--- config.mk ---
export PLATFORM = sky130hd
export DESIGN_NAME = mi3_fifo
export DESIGN_NICKNAME = d
export VERILOG_FILES = /design/src/rtl/core/mi3_pkg.sv /design/src/rtl/core/mi3_fifo.sv
export SDC_FILE = /design/constraint.sdc
export NUM_CORES = 1
export LEC_CHECK = 0
export BUFFER_PORTS_ARGS = -buffer_cell sky130_fd_sc_hd__clkbuf_2
export CAP_MARGIN = 20
export CORE_AREA = 3 3 523 525
export DETAILED_ROUTE_END_ITERATION = 6
export DIE_AREA = 0 0 526 528
export GPL_ROUTABILITY_DRIVEN = 0
export PLACE_DENSITY = 0.36
export SETUP_SLACK_MARGIN = 0.15
export SYNTH_ARGS = -nofsm -noshare
export SYNTH_HDL_FRONTEND = slang
export SYNTH_SLANG_ARGS = --single-unit
--- constraint.sdc ---
create_clock -name clk_i -period 41.2 [get_ports clk_i]
set_input_delay 8.24 -clock clk_i [delete_from_list [all_inputs] [get_ports clk_i]]
set_output_delay 8.24 -clock clk_i [all_outputs]
set_load 0.01 [all_outputs]
--- src/rtl/core/mi3_pkg.sv ---
`timescale 1ns / 1ps

package mi3_pkg;

  // Element and intermediate widths
  localparam int N_EL    = 9;   // elements of a 3x3 matrix
  localparam int EL_W    = 32;  // one matrix element, signed fixed point
  localparam int COF_W   = 64;  // exact 2x2 cofactor
  localparam int DSUM_W  = 98;  // exact signed determinant
  localparam int DMAG_W  = 97;  // determinant magnitude
  localparam int QUO_W   = 32;  // quotient bits resolved by the divider
  localparam int FIFO_DEPTH = 2;

  // Request passed from the cofactor front end to the divider back end
  typedef struct packed {
    logic [N_EL-1:0][COF_W-1:0] adj;   // adjugate, row-major, signed
    logic [DMAG_W-1:0]          dmag;  // |det|
    logic                       dneg;  // det < 0
    logic                       singular;
  } mi3_item_t;

endpackage

--- src/rtl/core/mi3_fifo.sv ---
`timescale 1ns / 1ps

module mi3_fifo (
  input  logic               clk_i,
  input  logic               rst_ni,
  input  logic               push_i,
  input  mi3_pkg::mi3_item_t data_i,
  output logic               ready_o,
  input  logic               pop_i,
  output logic               valid_o,
  output mi3_pkg::mi3_item_t data_o
);
  import mi3_pkg::*;

  localparam int PTR_W = (FIFO_DEPTH > 1) ? $clog2(FIFO_DEPTH) : 1;
  localparam int CNT_W = $clog2(FIFO_DEPTH + 1);

  mi3_item_t        mem_q [FIFO_DEPTH];
  logic [PTR_W-1:0] wr_q, wr_d;
  logic [PTR_W-1:0] rd_q, rd_d;
  logic [CNT_W-1:0] cnt_q, cnt_d;

  assign valid_o = (cnt_q != '0);
  assign ready_o = (cnt_q != CNT_W'(FIFO_DEPTH)) || pop_i;
  assign data_o  = mem_q[rd_q];

  // Pointer and fill count update
  always_comb begin
    wr_d  = wr_q;
    rd_d  = rd_q;
    cnt_d = cnt_q;
    if (push_i) begin
      wr_d = (wr_q == PTR_W'(FIFO_DEPTH - 1)) ? '0 : wr_q + 1'b1;
    end
    if (pop_i) begin
      rd_d = (rd_q == PTR_W'(FIFO_DEPTH - 1)) ? '0 : rd_q + 1'b1;
    end
    if (push_i && !pop_i) begin
      cnt_d = cnt_q + 1'b1;
    end else if (!push_i && pop_i) begin
      cnt_d = cnt_q - 1'b1;
    end
  end

  always_ff @(posedge clk_i or negedge rst_ni) begin
    if (!rst_ni) begin
      wr_q  <= '0;
      rd_q  <= '0;
      cnt_q <= '0;
    end else begin
      wr_q  <= wr_d;
      rd_q  <= rd_d;
      cnt_q <= cnt_d;
    end
  end

  // Storage
  always_ff @(posedge clk_i) begin
    if (push_i) begin
      mem_q[wr_q] <= data_i;
    end
  end

`ifndef SYNTHESIS
  a_cnt_bound: assert property (@(posedge clk_i) disable iff (!rst_ni)
    cnt_q <= CNT_W'(FIFO_DEPTH))
    else $error("fifo count above depth");
  a_no_overrun: assert property (@(posedge clk_i) disable iff (!rst_ni)
    !(push_i && !pop_i && (cnt_q == CNT_W'(FIFO_DEPTH))))
    else $error("push into full fifo");
  a_no_underrun: assert property (@(posedge clk_i) disable iff (!rst_ni)
    pop_i |-> (cnt_q != '0))
    else $error("pop from empty fifo");
`endif

endmodule

# [Word-level counts from Yosys, hierarchy flattened]
# Memories as Yosys holds them, arrays and structs flattened.
# Index checks and enable logic that the tools add are counted.
[op_classes] muxes=6 bitwise=0 reduce_logical=7 shifts=0 magnitude_cmp=0 multipliers=0 addsub=4 eq_ne=1 div_mod_pow=0
[ops] cell="$mux 1" count=4
[ops] cell="$mux 2" count=2
[ops] cell="$reduce_bool 2->1" count=2
[ops] cell="$add 1x1->1 const B" count=2
[ops] cell="$add 2x1->2 const B" count=1
[ops] cell="$logic_and 1x1->1" count=2
[ops] cell="$logic_not 1->1" count=2
[ops] cell="$ne 2x2->1 const B" count=1
[ops] cell="$sub 2x1->2 const B" count=1
[ops] cell="$logic_or 1x1->1" count=1
[word_totals] mem_bits_ro=0 in_bits=679 register_bits=4 mem_count=1 latchBits=0 mem_bits_rw=1350 word_cells=22
[mem_list] name="mem_q" depth=2 word_bits=675 read_ports=1 rd_clocked_by_memory_dff=0 wr=1 line="mi3_fifo.sv:18" rtl="mi3_item_t mem_q [FIFO_DEPTH];"

# [Logic depth before layout (Yosys ltp)]
[depth] word_depth=4 mapped_depth=5

# [Worst setup path before layout]
# OpenSTA, ideal clock, no wires.
[synth_timing] kind="in2reg" from="input push_i" to="memory mem_q[0][0] (netlist name) (enable)" t_required_ns=39.388 slack_ns=2.235 arrival_time_ns=37.153 setup_ns=1.812 stages=1 path_cell_list="nor2b_1"
[synth_via] elab_chain_cells=2
[synth_rtl] element="start, declared" line="mi3_fifo.sv:6" rtl="input logic push_i,"
[synth_rtl] element="$mux 1" line="mi3_fifo.sv:59" rtl="if (push_i) begin"
[synth_rtl] element="$mux 1 (not written as such)" line="mi3_fifo.sv:60" rtl="mem_q[wr_q] <= data_i;"
[synth_rtl] element="end, declared" line="mi3_fifo.sv:18"
# No other way between the ends.

# [Worst setup path in the final report]
[layout_timing] from="input pop_i" to="output ready_o"
[layout_via] elab_chain_cells=1
[layout_rtl] element="start, declared" line="mi3_fifo.sv:9" rtl="input logic pop_i,"
[layout_rtl] element="$logic_or 1x1->1" line="mi3_fifo.sv:24" rtl="assign ready_o = (cnt_q != CNT_W'(FIFO_DEPTH)) || pop_i;"
[layout_rtl] element="end, declared" line="mi3_fifo.sv:8" rtl="output logic ready_o,"
# No other way between the ends.

==> flow_results.org <==
** Logic synthesis
- Counting flops and latches in the post-synthesis netlist gives 1354.
- The netlist uses 17 different library cells.
- In the synthesized netlist, the number of instances is 2116.
- Of the total synthesized cell area, the portion taken by AND, OR, NAND and NOR gates is 0.000576.
- By area, the combinational part of the netlist is dominated by multiplexers.
- Among all flip-flop cells after synthesis, the most frequent one is edfxtp_1.
- After synthesis, the share of flip-flops with an asynchronous set or reset is 0.00295.
- Area fraction in compound gates after synthesis :: 0
- Mean area per synthesized cell :: 24.6 um2
- Synth Area in XOR/XNOR :: 0.000840
- EDFF count, synth :: 1350
- The mapped netlist covers 52200 um2.
- Yosys printed 0 warnings.
- When the netlist entered floorplanning its net count stood at 2796.
- Portion of the post-synthesis area used by sequential elements :: 0.779
- Of the total synthesized cell area, the portion taken by full adders, half adders and majority gates is 0.000240.
- Multiplexer area fraction after synthesis :: 0.192

** Final layout
- The finished layout holds 7321 standard cells, fillers aside.
- Most frequent cells in the layout :: clkbuf_2 (1355), edfxtp_1 (1350), mux2_4 (640)
- Design Area, Final :: 67500 um2
- In the final layout, the share of cells above drive strength 1 is 0.614.
- Most frequent standard cell in the layout excluding fill and tap cells :: clkbuf_2
- Fin nets :: 4280
- Area growth, synth to finish :: 29.5%
- Final core area utilization :: 0.250

** Power
- Switch share :: 0.313
- Sequential power share :: 0.389
- Total net switching power :: 1.52 mW
- Combinational group share of total power :: 0.324
- PnR Total Power :: 4.87 mW
- For this design the static power due to leakage is 26.5 nW.
- Internal power :: 3.34 mW
- IR Drop Worst-Case VDD :: 0.0402 mV
- In this run the power density over the cells is 72.0 nW/um2.
- The share of total power dissipated in the clock network is 0.287.

** Routing
- Final wirelength :: 172000 um
- Drt first-iter violations :: 1335
- For this run, the detailed router's first-pass iteration total came to 4.
- Routed WL per cell :: 23.5 um
- Via/cell ratio :: 3.54
- In this run the remaining antenna-violating nets after routing total 0.
- Total via count in the routed design :: 25900
- # DRC :: 0

** Timing
- Slew at the pin closest to its max-slew limit :: 1030 ps
- The smallest clock period supported by the final layout is computed as 16880 ps.
- Setup repair after global routing left no endpoint under its margin.
- Final cycle utilization of the critical path :: 0.410
- Measured against its own limit, the worst slew margin works out to 0.313.
- Clock skew on the completed layout was measured at 40.7 ps.
- The count of pins over their slew limit is 0.
- Based on the critical path, the design can be clocked at up to 59.2 MHz.
- Setup violations remaining at the end of the flow were counted as 0.
- After routing, the total negative slack on setup checks comes to 0 ps.
- Hold violation count in the final report :: 0

** CTS
- Largest buffer count on any clock path :: 4
- The later pin in the worst-skew pair is clocked with a latency of 810 ps.
- Clock tree from TritonCTS :: yes
- Clock tree synthesis selected as its root buffer the cell clkbuf_16.
- Buffers inserted to repair hold after CTS numbered 0.
- Count of instances resized after the clock tree is built :: 0
- After clock tree synthesis, the setup repair step added 0 buffers.
- In this run, CTS created clock tree buffers numbering 168.
- Number of sinks on the clock net :: 1354
- Clock-pin transition on the worst setup and hold timing paths :: 50 ps
- H-tree depth :: 4

** Global routing
- The number of global-route vias before repair came to 27700.
- Global-route wire length before repair :: 231000 um
- Largest net degree at the start of global routing :: 125
- Sum of overflow across all layers after global routing :: 0
- For this run, the total global-route usage over all layers was measured as 0.118.
- Number of antenna violations at the first check in global routing :: 86

** Worst hold path
- Hold WC Path Type :: reg -> reg

** Critical path
- STA classifies the critical path startpoint as a primary input.
- Crit-path max FO :: 2
- CP Launch Point :: pop_i
- Worst reg-to-reg setup slack :: 34760 ps
- Endpoint of the lowest-slack register-to-register path :: mem_q[0][81]
- STA puts the critical path data required time at 32960 ps.
- STA classifies the critical path endpoint as an output port.
- Worst setup endpoint :: ready_o
- The startpoint identified for the worst register-to-register timing path is wr_q.
- For the worst setup path, the data arrival time is 8640 ps.
- Critical path class :: in -> out
- Depth of the worst register-to-register path :: 7

** Floorplan
- The die covers 278000 um2.
- The initialized floorplan defines 191 standard-cell rows.
- Boundary Pins :: 1356
- In this run the vertical extent of the chip is 528 um.
- Core Footprint :: 270000 um2
- Die X :: 526 um
- For this configuration, the core starts out at a cell density of 0.193.

** Job
- Max-capacitance violation count :: 0

** Placed design
- Half-perimeter wire length of the detailed placement result :: 127000 um
- The placed instances occupy a cell area of 62300 um2.
- IO Port Bufs :: 1355
- Including well taps, the total number of placed cells is 7000.

** Outcome
- Outcome :: finished, final reports clean
## power groups by stage
| stage | combinational, mW | sequential, mW | clock (mW) |
|---|---|---|---|
| global placement | 1.65 | 1.92 | 0 |
| CTS | 1.64 | 1.90 | 1.46 |
| finish | 1.58 | 1.89 | 1.40 |
| detailed placement | 1.64 | 1.93 | 0 |
| global route | 1.69 | 1.92 | 1.51 |
| floorplan | 1.08 | 2.19 | 0 |
## layer usage
metal,track usage,vias to the layer above,share of wire
met5,0,-,0.0035
met4,0.0261,90,0.020
met3,0.0710,308,0.13
met2,0.201,1109,0.49
met1,0.125,12900,0.36
li1,-,11500,-
## final cells by class
| class | count | area, um2 |
|---|---|---|
| repair buffers | 1389 | 7100 |
| clock inverters | 87 | 704 |
| clock buffers | 212 | 4480 |
| well taps | 3570 | 4470 |
| fillers | 27800 | 202000 |
| flip-flops and latches | 1354 | 40600 |
| diodes | 22 | 55.1 |
| inverters | 1 | 3.75 |
| multi-input cells | 686 | 10100 |
## metrics by stage
stage / hold slack, ps / worst slack, ps
CTS: 502 / 24330
global placement: 494 / 24290
floorplan: 455 / 2230
detailed placement: 487 / 24330
finish: 499 / 24320
global route: 534 / 24310
## synth_stat cells, types with 2 or more instances
cell	instances	share of area
buf_6	2	0.00043
mux2_4	640	0.18
buf_12	66	0.025
buf_8	4	0.0012
buf_4	3	0.00043
xor2_1	4	0.00067
mux2_2	35	0.0076
edfxtp_1	1350	0.78
dfrtp_1	4	0.0019
## critical path, cell delays in order
cell and delay, ps:
clkbuf_2 100, inv_1 90, nand3b_1 80, clkbuf_2 130
## kinds of logic (layout without fill, tap and decap cells)
family,Yosys count,after routing
adder cells (fa/ha/maj),1,1
flip-flops,1354,1354
XOR/XNOR,5,5
AND/OR/NAND/NOR,5,5
multiplexers,675,675
other,0,22
buffers and inverters,76,1689
## state kept, by name, indices dropped and copies added (netlist names)
name,flops
mem_q,1350
wr_q,1
cnt_q,2
rd_q,1
## worst min path at each step
stage / from / endpoint / slack (ps) / depth (start not counted)
after floorplan: cnt_q[1] / cnt_q[1] / 460 / 1
after global placement: cnt_q[1] / cnt_q[1] / 490 / 1
after detailed placement: cnt_q[1] / cnt_q[1] / 490 / 1
after CTS: cnt_q[1] / cnt_q[1] / 500 / 1
after global routing: cnt_q[1] / cnt_q[1] / 530 / 1
final: cnt_q[1] / cnt_q[1] / 500 / 1
Power figures use the tool's default switching activity.
